===== src/sv/stfi_pkg.sv =====
// Shared types and constants for the sorted table find-or-insert block.
`timescale 1ns / 1ps

package stfi_pkg;

    localparam int DEFAULT_TABLE_DEPTH = 128;
    localparam int KEY_W               = 32;
    localparam int OUTCOME_W           = 2;
    localparam int POS_W               = 7;
    localparam int COUNT_W             = 8;

    typedef enum logic [OUTCOME_W-1:0] {
        OUT_SWAPPED  = 2'd0,
        OUT_AT_LAST  = 2'd1,
        OUT_INSERTED = 2'd2,
        OUT_FULL     = 2'd3
    } t_outcome;

    typedef enum logic [1:0] {
        CELL_HOLD,
        CELL_CMP,
        CELL_SWAP,
        CELL_INSERT
    } t_cell_op;

    typedef struct packed {
        logic eq;
        logic lt;
    } t_cell_rsp;

endpackage


===== src/sv/stfi_cell.sv =====
// One table cell: holds a key, compares it, and shifts or swaps with its neighbors.
`timescale 1ns / 1ps

module stfi_cell
    import stfi_pkg::*;
#(
    parameter int IDX = 0,
    parameter int IW  = 7,
    parameter int CW  = 8
) (
    input  logic                    i_clk,
    input  t_cell_op                i_op,
    input  logic signed [KEY_W-1:0] i_key,
    input  logic [IW-1:0]           i_pos,
    input  logic [CW-1:0]           i_count,
    input  logic [IW-1:0]           i_mid,
    input  logic signed [KEY_W-1:0] i_left_key,
    input  logic signed [KEY_W-1:0] i_right_key,
    output logic signed [KEY_W-1:0] o_key,
    output t_cell_rsp               o_rsp
);

    localparam logic [CW:0]   ME     = (CW+1)'(IDX);
    localparam logic [IW-1:0] ME_IDX = IW'(IDX);

    logic signed [KEY_W-1:0] r_val;
    logic                    r_eq;
    logic                    r_lt;
    logic [CW:0]             w_pos;
    logic [CW:0]             w_cnt;

    assign w_pos = (CW+1)'(i_pos);
    assign w_cnt = (CW+1)'(i_count);

    always_ff @(posedge i_clk) begin
        case (i_op)
            CELL_CMP: begin
                r_eq <= (r_val == i_key);
                r_lt <= (i_key < r_val);
            end
            CELL_SWAP: begin
                if (ME == w_pos) begin
                    r_val <= i_right_key;
                end else if (ME == w_pos + (CW+1)'(1)) begin
                    r_val <= i_left_key;
                end
            end
            CELL_INSERT: begin
                if (ME == w_pos) begin
                    r_val <= i_key;
                end else if (ME > w_pos && ME <= w_cnt) begin
                    r_val <= i_left_key;
                end
            end
            default: begin
            end
        endcase
    end

    assign o_key  = r_val;
    assign o_rsp.eq = r_eq & (i_mid == ME_IDX);
    assign o_rsp.lt = r_lt & (i_mid == ME_IDX);

endmodule


===== config.mk =====
export PLATFORM = sky130hd
export DESIGN_NAME = stfi_cell
export DESIGN_NICKNAME = d
export VERILOG_FILES = /design/src/sv/stfi_pkg.sv /design/src/sv/stfi_cell.sv
export SDC_FILE = /design/constraint.sdc
export NUM_CORES = 1
export LEC_CHECK = 0
export BUFFER_PORTS_ARGS = -buffer_cell sky130_fd_sc_hd__buf_2
export CORE_MARGIN = 1.5
export CORE_UTILIZATION = 44
export DETAILED_ROUTE_END_ITERATION = 6
export HOLD_SLACK_MARGIN = 0.15
export PLACE_DENSITY = 0.82
export SYNTH_ARGS = -nofsm -noshare
export SYNTH_HDL_FRONTEND = slang
export SYNTH_SLANG_ARGS = --single-unit

===== constraint.sdc =====
create_clock -name i_clk -period 2.35 [get_ports i_clk]
set_input_delay 0.47 -clock i_clk [delete_from_list [all_inputs] [get_ports i_clk]]
set_output_delay 0.47 -clock i_clk [all_outputs]
set_load 0.005 [all_outputs]

==> results of run 1 <==
-- sequential cells by signal, summed over array words and instances (netlist names) --
signal  cells
o_key      32
r_eq        1
r_lt        1
-- layout make-up --
cell class	count	area, µm²
Fill cell	464	2070
Tap cell	72	90.1
Clock inverter	2	8.76
Timing Repair Buffer	150	786
Clock buffer	6	72.6
Inverter	32	120
Sequential cell	34	1020
Multi-Input combinational cell	187	1370
-- worst min-delay path: stages --
cell and delay, ps:
buf_2 70, nand2_1 40, o21ai_0 50
-- Yosys cell counts --
master,n,share of area
inv_1,32,0.047
a221o_1,1,0.0039
nand4_1,6,0.015
o21ai_1,3,0.0059
a21boi_2,1,0.0044
nand4_2,1,0.0049
nand3_1,2,0.0039
o22ai_2,1,0.0049
nor3_1,3,0.0059
ha_1,32,0.16
buf_2,3,0.0059
mux2i_1,32,0.13
nor4_2,2,0.0098
nor2b_1,2,0.0049
a21oi_2,1,0.0034
nor2_1,4,0.0059
clkbuf_1,6,0.0089
nor4_1,2,0.0049
a211oi_1,1,0.0030
o211ai_1,1,0.0030
and3_1,3,0.0074
a21oi_1,11,0.022
o31a_1,1,0.0034
a221oi_1,1,0.0034
nand2_1,41,0.061
o2111ai_1,1,0.0034
a21o_1,2,0.0059
o21ai_0,32,0.063
edfxtp_1,34,0.40
-- logic make-up after synthesis --
family	after synthesis	synth area share
simple gates	66	0.123
compound gates	57	0.129
buf+inv	41	0.0620
flops	34	0.402
mux	32	0.126
fa+ha+maj	32	0.158
-- layer usage --
layer | part of all wire | global-route usage | routed length [µm]
met3 | 0.059 | 0.0345 | 377
met1 | 0.42 | 0.242 | 2680
met5 | 0 | 0 | 0
met2 | 0.51 | 0.401 | 3220
met4 | 0.016 | 0.0807 | 99
-- report_power, final --
group / total [mW] / switching [mW] / internal (mW) / leakage, nW
combinational: 0.250 / 0.114 / 0.136 / 1.56
sequential: 0.672 / 0.00119 / 0.671 / 0.308
clock: 0.406 / 0.203 / 0.204 / 0.0426
-- metrics by stage --
stage,utilization,hold slack (ps),setup slack [ps]
after detailed placement,0.611,752,163
after CTS,0.626,454,355
after floorplan,-,657,339
after global routing,0.626,463,213
after global placement,0.611,740,198
final,0.626,462,394
-- how the worst min path moves through the flow --
stage	startpoint	end	cells past startpoint
after global routing	i_left_key[13]	o_key[13]	3
final	i_left_key[13]	o_key[13]	3
after detailed placement	i_left_key[13]	o_key[13]	3
after CTS	i_left_key[13]	o_key[13]	3
after global placement	o_key[0]	r_eq	3
after floorplan	i_left_key[0]	o_key[0]	2
==> metrics.txt, run 1 <==
Final Hold Violating Endpoints=0; mean instance size in the synthesized netlist=9.70 µm²; count of buffers inserted at the top-level ports=146; path length in cells of the critical path=7; type of destination of the critical path=flop; buffers from clock root to sink, at most=2; number of distinct standard cells referenced by the synthesized netlist=29; instance count after placement with tap cells included=475; number of cells on the worst reg-to-reg path=7; largest net degree at the start of global routing=65; area of the die=6240 µm²; Non-Filler Instances=483; Max FO, Critical Path=3; start of the worst register-to-register path=o_key[14]; reg2reg end=r_lt; TritonCTS buffer count=5; clock tree from TritonCTS=done; 1st-iter DRT viols=67; worst IR drop on VDD=235 µV; endpoint of the worst setup timing path=r_lt; post-layout minimum cycle time=1960 ps; Clk Latency, worst-skew pair=280 ps; Placed Instance Area=3380 µm²; top library cells by usage in the layout, fill and taps aside=146 x buf_2, 39 x nand2_1, 34 x edfxtp_1; clock skew after layout=5.17 ps; Post-CTS Setup Bufs=0; arrival time reported for the critical path endpoint=1980 ps; critical path launch point type=flop; Final setup viols=0; routability congestion estimate=0.752; cell breakdown of the critical path=inv_1, ha_1, nand4_1, nor4_2, a21boi_2, o31a_1, o22ai_2; Slowest-stage cell, CP=nor4_2; Sinks on Clock Net=34; Hold-fix buffers, CTS=0; total DRC errors in the routed layout=0; Worst path max stage delay=350 ps; number of max-slew violations in the final report=0; final worst path period share=0.832; average wire per standard cell=13.2 µm; Clock Tree Root=clkbuf_8; Slew HR=0.644; Post-Synthesis Cell Area=2540 µm²; number of global-route vias before repair=2407; routed vias/inst=5.02; initial core utilization=0.459; DPL Wire Length=5.22 mm; Max Clock Freq=0.511 GHz; total leakage power=1.91 nW; number of rows in the core area=27; sequential share of the synthesized area=0.402; initial antenna violation count=0; worst hold-check path type=input pin to flop; Data required, critical path=2370 ps; cell family with most CP delay=simple AND/OR/NAND/NOR gates; final std cell area, no fill=3470 µm²; number of antenna-violating nets in the routed design=0; commonest non-fill, non-tap cell in the layout=buf_2; Yosys warning total=0; H-tree levels=2; area of the core region=5540 µm²; flops & latches, synth=34; Worst-Margin Slew=535 ps; Overall Global Routing Usage=0.214; boundary pin count=155; setup repair after global routing missed its margin=no; final total power=1.33 mW; buffers and inverters on the worst path=1; net count of the finished layout=563; clock input transition at the sequential cells of the worst setup and hold paths=70 ps; total of cells resized after clock tree synthesis=0; PD cells=383 nW/µm²; Worst Setup Path Type=flop to flop; worst setup slack for register-to-register paths=390 ps; share of layout cells above drive strength 1=0.399; n_diodes=0; detailed-route via count=2426; status=finished clean; source of the critical timing path=o_key[14]; global route total overflow=0; synthesized netlist cell count=262; aggregate routed wire length=6.38 mm; vertical die dimension=79.0 µm; number of max-cap violations=0; die width=79.0 µm; relative area change from synthesis to final layout=36.4%; number of detailed-routing iterations run before antenna repair=4; first-pass GRT wire length=10.5 mm; post-synthesis net count=415; aggregate negative setup slack=0 ps
Note: power is estimated with default switching activity, not from simulation.
==> run 2, diff against run 1 <==
==> constraint.sdc (replaced) <==
create_clock -name i_clk -period 2 [get_ports i_clk]
set_input_delay 0.4 -clock i_clk [delete_from_list [all_inputs] [get_ports i_clk]]
set_output_delay 0.4 -clock i_clk [all_outputs]
set_load 0.005 [all_outputs]
==> run 2 against run 1 <==
Compared with the run above: setup slack got worse by 250 ps; first-iteration DRC count shrank 10%; combinational power rose by 21%; sequential power grew 18%.
==> metrics.txt, run 2 (synthesized netlist as in run 1, its figures left out) <==
type of destination of the critical path=flop; detailed-route via count=2460 (+1.4%); die width=79.0 µm (unchanged); area taken by flip-flops and latches=1020 µm² (unchanged); count of buffers inserted at the top-level ports=146 (unchanged); Worst-Margin Slew=347 ps (-188 ps); net count of the finished layout=566 (+0.53%); source of the critical timing path=o_key[5]; top library cells by usage in the layout, fill and taps aside=146 x buf_2, 39 x nand2_1, 34 x edfxtp_1; number of max-slew violations in the final report=0 (unchanged); number of antenna-violating nets in the routed design=0 (unchanged); Data required, critical path=2130 ps (-240 ps); number of detailed-routing iterations run before antenna repair=4 (unchanged); core utilization of the finished layout=0.634 (+0.00813); Max FO, Critical Path=2 (-1); 1st-iter DRT viols=60 (-10%); largest net degree at the start of global routing=65 (unchanged); aggregate negative setup slack=0 ps (unchanged); setup repair after global routing missed its margin=no; post-layout minimum cycle time=1860 ps (-95.4 ps); PD cells=440 nW/µm² (+15%); area used by multi-input combinational logic=1390 µm² (+1.4%); initial antenna violation count=0 (unchanged); number of rows in the core area=27 (unchanged); initial core utilization=0.459 (unchanged); critical path launch point type=flop; Final Hold Violating Endpoints=0 (unchanged); max reg flops=32 (unchanged); worst hold slack across all endpoints=394 ps (-67.9 ps); Worst Setup Path Type=flop to flop; number of cells on the worst reg-to-reg path=7 (unchanged); Clk Latency, worst-skew pair=280 ps (about the same); total leakage power=1.93 nW (+1.1%); aggregate routed wire length=6.42 mm (+0.61%); routability congestion estimate=0.731 (-2.8%); arrival time reported for the critical path endpoint=1990 ps (about the same); n_diodes=0 (unchanged); number of max-cap violations=0 (unchanged); endpoint of the worst setup timing path=r_lt; commonest non-fill, non-tap cell in the layout=buf_2; clock input transition at the sequential cells of the worst setup and hold paths=70 ps (about the same); boundary pin count=155 (unchanged); total DRC errors in the routed layout=0 (unchanged); vertical die dimension=79.0 µm (unchanged); final total power=1.54 mW (+16%); clock tree from TritonCTS=done; DPL Wire Length=5.21 mm (-0.23%); final worst path period share=0.930 (+0.0980); H-tree levels=2 (unchanged); Max Clock Freq=0.537 GHz (+5.1%); first-pass GRT wire length=10.1 mm (-3.2%); final std cell area, no fill=3510 µm² (+1.3%); share of layout cells above drive strength 1=0.408 (+0.00874); average wire per standard cell=13.3 µm (+0.40%); global route total overflow=0 (unchanged); buffers from clock root to sink, at most=2 (unchanged); routed vias/inst=5.08 (+1.2%); area of the die=6240 µm² (unchanged); Overall Global Routing Usage=0.207 (-0.00743); reg2reg end=r_lt; worst setup slack for register-to-register paths=140 ps (-250 ps); Post-CTS Setup Bufs=0 (unchanged); area of the core region=5540 µm² (unchanged); status=finished clean; filler instances=467 (+0.65%); clock skew after layout=4.67 ps (-0.497 ps); relative area change from synthesis to final layout=38.2%; TritonCTS buffer count=5 (unchanged); Sinks on Clock Net=34 (unchanged); Slew HR=0.767 (+0.123); Final setup viols=0 (unchanged); worst hold-check path type=input pin to flop; start of the worst register-to-register path=o_key[5]; number of global-route vias before repair=2429 (+0.91%); Clock Tree Root=clkbuf_8; Placed Instance Area=3420 µm² (+1.0%); worst IR drop on VDD=315 µV (+34%)
==> run 2: cell types whose count changed in the layout (fill, tap and decap cells not counted), sizes merged <==
cell / change
buf: +3
clkbuf: -1
clkinv: -1
==> run 2: how the worst min path moves through the flow <==
stage	to	start	slack [ps]	depth (start not counted)
2_1_floorplan	o_key[0]	i_left_key[0]	590	2
3_3_place_gp	o_key[13]	i_left_key[13]	670	3
3_5_place_dp	o_key[26]	i_left_key[26]	680	3
4_1_cts	o_key[4]	i_left_key[4]	390	3
5_1_grt	o_key[4]	i_left_key[4]	400	3
6_report	o_key[7]	i_left_key[7]	390	3
==> run 2: final cells by class <==
| class | count | area share |
|---|---|---|
| Sequential cell | 34 | 0.291 |
| Inverter | 32 | 0.0342 |
| Multi-Input combinational cell | 187 | 0.395 |
| Timing Repair Buffer | 153 | 0.234 |
| Clock buffer | 5 | 0.0196 |
| Clock inverter | 1 | 0.00107 |
| Tap cell | 72 | 0.0257 |
==> run 2: routing by layer <==
metal	track usage	wire length [µm]	vias up
met4	0.0596	86	0
met2	0.397	3350	92
met1	0.228	2600	1112
met5	0	0	-
met3	0.0414	385	8
li1	-	-	1248
==> run 2: what timing repair did <==
item,CTS,global route
hold buffers,0,0
setup endpoints to repair,0,1
resized for setup,0,2
==> run 2: stage by stage <==
stage	worst slack, ps	std cells
2_1_floorplan	58.5	262
3_3_place_gp	-43.7	478
3_5_place_dp	-70.8	478
4_1_cts	73.8	484
5_1_grt	21.6	484
6_report	139	484
==> run 2: worst max-delay path: stages (launching register included) <==
cell and delay [ps]:
edfxtp_1 400, inv_1 70, ha_1 240, a21oi_1 150, o21ai_0 110, a221o_1 340, o31a_1 310, o22ai_2 90
==> run 2: power breakdown <==
group / internal, mW / total, mW / switching, mW / leakage [nW]
Combinational: 0.164 / 0.302 / 0.138 / 1.59
Sequential: 0.788 / 0.790 / 0.00131 / 0.308
Clock: 0.227 / 0.452 / 0.225 / 0.0375
==> run 3, diff against run 2 <==
--- a/config.mk
+++ b/config.mk
@@ -5,12 +5,13 @@
 export SDC_FILE = /design/constraint.sdc
 export NUM_CORES = 1
 export LEC_CHECK = 0
+export ABC_AREA = 1
 export BUFFER_PORTS_ARGS = -buffer_cell sky130_fd_sc_hd__buf_2
 export CORE_MARGIN = 1.5
-export CORE_UTILIZATION = 44
+export CORE_UTILIZATION = 45
 export DETAILED_ROUTE_END_ITERATION = 6
 export HOLD_SLACK_MARGIN = 0.15
-export PLACE_DENSITY = 0.82
+export PLACE_DENSITY_LB_ADDON = 0.2
 export SYNTH_ARGS = -nofsm -noshare
 export SYNTH_HDL_FRONTEND = slang
 export SYNTH_SLANG_ARGS = --single-unit
==> run 3 against run 2 <==
Compared with the run above: final area increased by 2.3%; sequential share of layout area down 0.65 points; first-iteration DRC count rose by 10%; synthesized cell count is 15% higher; non-clock buffer count fell by 2; global-route usage is 2.3 points lower; clock skew hardly changed; hold slack gained 0.52 ps; setup slack improved by 150 ps; routed wire length decreased by 8.3%; sequential cell count unchanged.
==> metrics.txt, run 3 <==
DPL Wire Length=4.85 mm (-7.0%); post-layout minimum cycle time=1710 ps (-151 ps); worst IR drop on VDD=356 µV (+13%); largest net degree at the start of global routing=35 (-46%); number of max-cap violations=0 (unchanged); clock tree from TritonCTS=done; post-synthesis async set-or-reset flop share=0 (unchanged); final std cell area, no fill=3590 µm² (+2.3%); buffers from clock root to sink, at most=2 (unchanged); final total power=1.59 mW (+2.9%); cell type with the highest aggregate area in the netlist=edfxtp_1; setup repair after global routing missed its margin=no; Max Clock Freq=0.585 GHz (+8.8%); aggregate routed wire length=5.89 mm (-8.3%); reg2reg end=r_lt; global route hottest layer=met2; number of rows in the core area=28 (+3.7%); Final Hold Violating Endpoints=0 (unchanged); final worst path period share=0.855 (-0.0755); Overall Global Routing Usage=0.184 (-0.0228); number of detailed-routing iterations run before antenna repair=6 (+2); Max FO, Critical Path=4 (+2); boundary pin count=155 (unchanged); share of layout cells above drive strength 1=0.382 (-0.0255); status=finished clean; worst hold-check path type=input pin to flop; number of cells on the worst reg-to-reg path=10 (+3); die width=80.5 µm (+1.9%); global route total overflow=0 (unchanged); Clock Tree Root=clkbuf_8; first-pass GRT wire length=9.24 mm (-8.9%); Placed Instance Area=3510 µm² (+2.6%); worst setup slack for register-to-register paths=290 ps (+150 ps); filler instances=552 (+18%); sequential share of the synthesized area=0.378 (-0.0242); mean instance size in the synthesized netlist=8.98 µm² (-7.4%); area used by multi-input combinational logic=1420 µm² (+2.4%); H-tree levels=2 (unchanged); relative area change from synthesis to final layout=32.8%; Yosys warning total=0 (unchanged); initial antenna violation count=0 (unchanged); area of the core region=5850 µm² (+5.6%); total of cells resized after clock tree synthesis=0 (unchanged); vertical die dimension=80.5 µm (+1.9%); type of destination of the critical path=flop; number of distinct standard cells referenced by the synthesized netlist=25 (-14%); start of the worst register-to-register path=o_key[31]; most used flip-flop cell after synthesis=edfxtp_1; net count of the finished layout=602 (+6.4%); Post-Synthesis Cell Area=2700 µm² (+6.4%); area taken by flip-flops and latches=1020 µm² (unchanged); arrival time reported for the critical path endpoint=1750 ps (-240 ps); biggest area contributors in the synthesized netlist=edfxtp_1 38%, ha_1 15%, mux2i_1 11%; n_diodes=0 (unchanged); count of buffers inserted at the top-level ports=146 (unchanged); source of the critical timing path=o_key[31]; total DRC errors in the routed layout=0 (unchanged); aggregate negative setup slack=0 ps (unchanged); 1st-iter DRT viols=66 (+10%); flops & latches, synth=34 (unchanged); synthesized netlist cell count=301 (+15%); number of antenna-violating nets in the routed design=0 (unchanged); Worst-Margin Slew=378 ps (+30.9 ps); initial core utilization=0.462 (+0.00348); TritonCTS buffer count=5 (unchanged); total leakage power=2.04 nW (+5.7%); PD cells=442 nW/µm² (+0.61%); Sinks on Clock Net=34 (unchanged); Post-CTS Setup Bufs=0 (unchanged); Hold-fix buffers, CTS=0 (unchanged); area of the die=6480 µm² (+3.9%); commonest non-fill, non-tap cell in the layout=buf_2; number of max-slew violations in the final report=0 (unchanged); number of global-route vias before repair=2225 (-8.4%); dominant cell by count in the synthesized netlist=nand2_1; Worst Setup Path Type=flop to flop; Clk Latency, worst-skew pair=280 ps (about the same); max reg flops=32 (unchanged); Final setup viols=0 (unchanged); endpoint of the worst setup timing path=r_lt; clock skew after layout=4.19 ps (-0.482 ps); detailed-route via count=2483 (+0.93%); Slew HR=0.748 (-0.0188); routed vias/inst=4.73 (-6.9%); count of flip-flops with a built-in enable after synthesis=34 (unchanged); fin worst setup slack=290 ps (+151 ps); global-route met2 utilization=0.331 (-0.0655); worst setup slack after placement=126 ps (+197 ps); average wire per standard cell=11.2 µm (-15%); global-route track usage on met3=0.0420 (+0.000666); clock input transition at the sequential cells of the worst setup and hold paths=70 ps (about the same); routability congestion estimate=0.750 (+2.6%); core utilization of the finished layout=0.614 (-0.0199); area share of the leading cell type in the synthesized netlist=0.378 (-0.0242); Data required, critical path=2040 ps (-90 ps); top library cells by usage in the layout, fill and taps aside=146 x buf_2, 70 x nand2_1, 45 x inv_1; critical path launch point type=flop; post-synthesis net count=454 (+9.4%); most frequent cells after synthesis=71 x nand2_1, 45 x inv_1, 34 x edfxtp_1, 32 x ha_1, 31 x mux2i_1; GR Util met1=0.220 (-0.00831)
==> run 3: changes by cell type after synthesis, sizes merged, moves of 3 or more <==
cell	change
and3	-3
inv	+13
nand2	+31
nand4	-5
nor2	+11
==> run 3: where the power goes <==
group	internal (mW)	leakage (nW)	switching [mW]
registers	0.788	0.308	0.00138
clock network	0.240	0.0426	0.248
logic	0.166	1.69	0.145
total	1.19	2.04	0.394
==> run 3: kinds of logic after synthesis <==
family                     Yosys count  synth area share
AOI/OAI and AO/OA                   50             0.111
adders and majority gates           32             0.148
buffers and inverters               55             0.101
DFF                                 34             0.378
muxes                               31             0.115
and+or+nand+nor                     99             0.148
==> run 3: how the worst min path moves through the flow <==
stage	start	cells past startpoint	slack, ps	endpoint
finish	i_left_key[5]	3	390	o_key[5]
global route	i_left_key[5]	3	400	o_key[5]
detailed placement	i_left_key[5]	3	680	o_key[5]
floorplan	i_left_key[0]	2	590	o_key[0]
CTS	i_left_key[5]	3	390	o_key[5]
global placement	i_left_key[1]	3	680	o_key[1]
==> run 3: per-stage QoR <==
stage          instances  hold WS, ps
4_1_cts              525          388
6_report             525          395
3_3_place_gp         517          678
3_5_place_dp         517          679
2_1_floorplan        301          592
5_1_grt              525          401
==> run 3: worst max-delay path: stages (launching register included) <==
cell,delay [ps]
edfxtp_1,360
inv_1,50
ha_1,320
nand2_1,80
nor2_1,120
and2_1,150
inv_1,40
nor2_1,130
nand2_1,90
nand3_1,70
nand2_1,50
==> run 3: layout make-up <==
class	instances	share of cell area
clock inverter	2	0.00244
tap	75	0.0261
inverter	45	0.0470
clock buffer	6	0.0202
timing repair buffer	151	0.224
multi-input combinational	212	0.395
sequential	34	0.284
==> run 3: per-layer routing <==
metal | up-vias | part of all wire
li1 | 1314 | -
met1 | 1086 | 0.45
met2 | 81 | 0.48
met3 | 2 | 0.072
met4 | 0 | 0.0046
met5 | - | 0
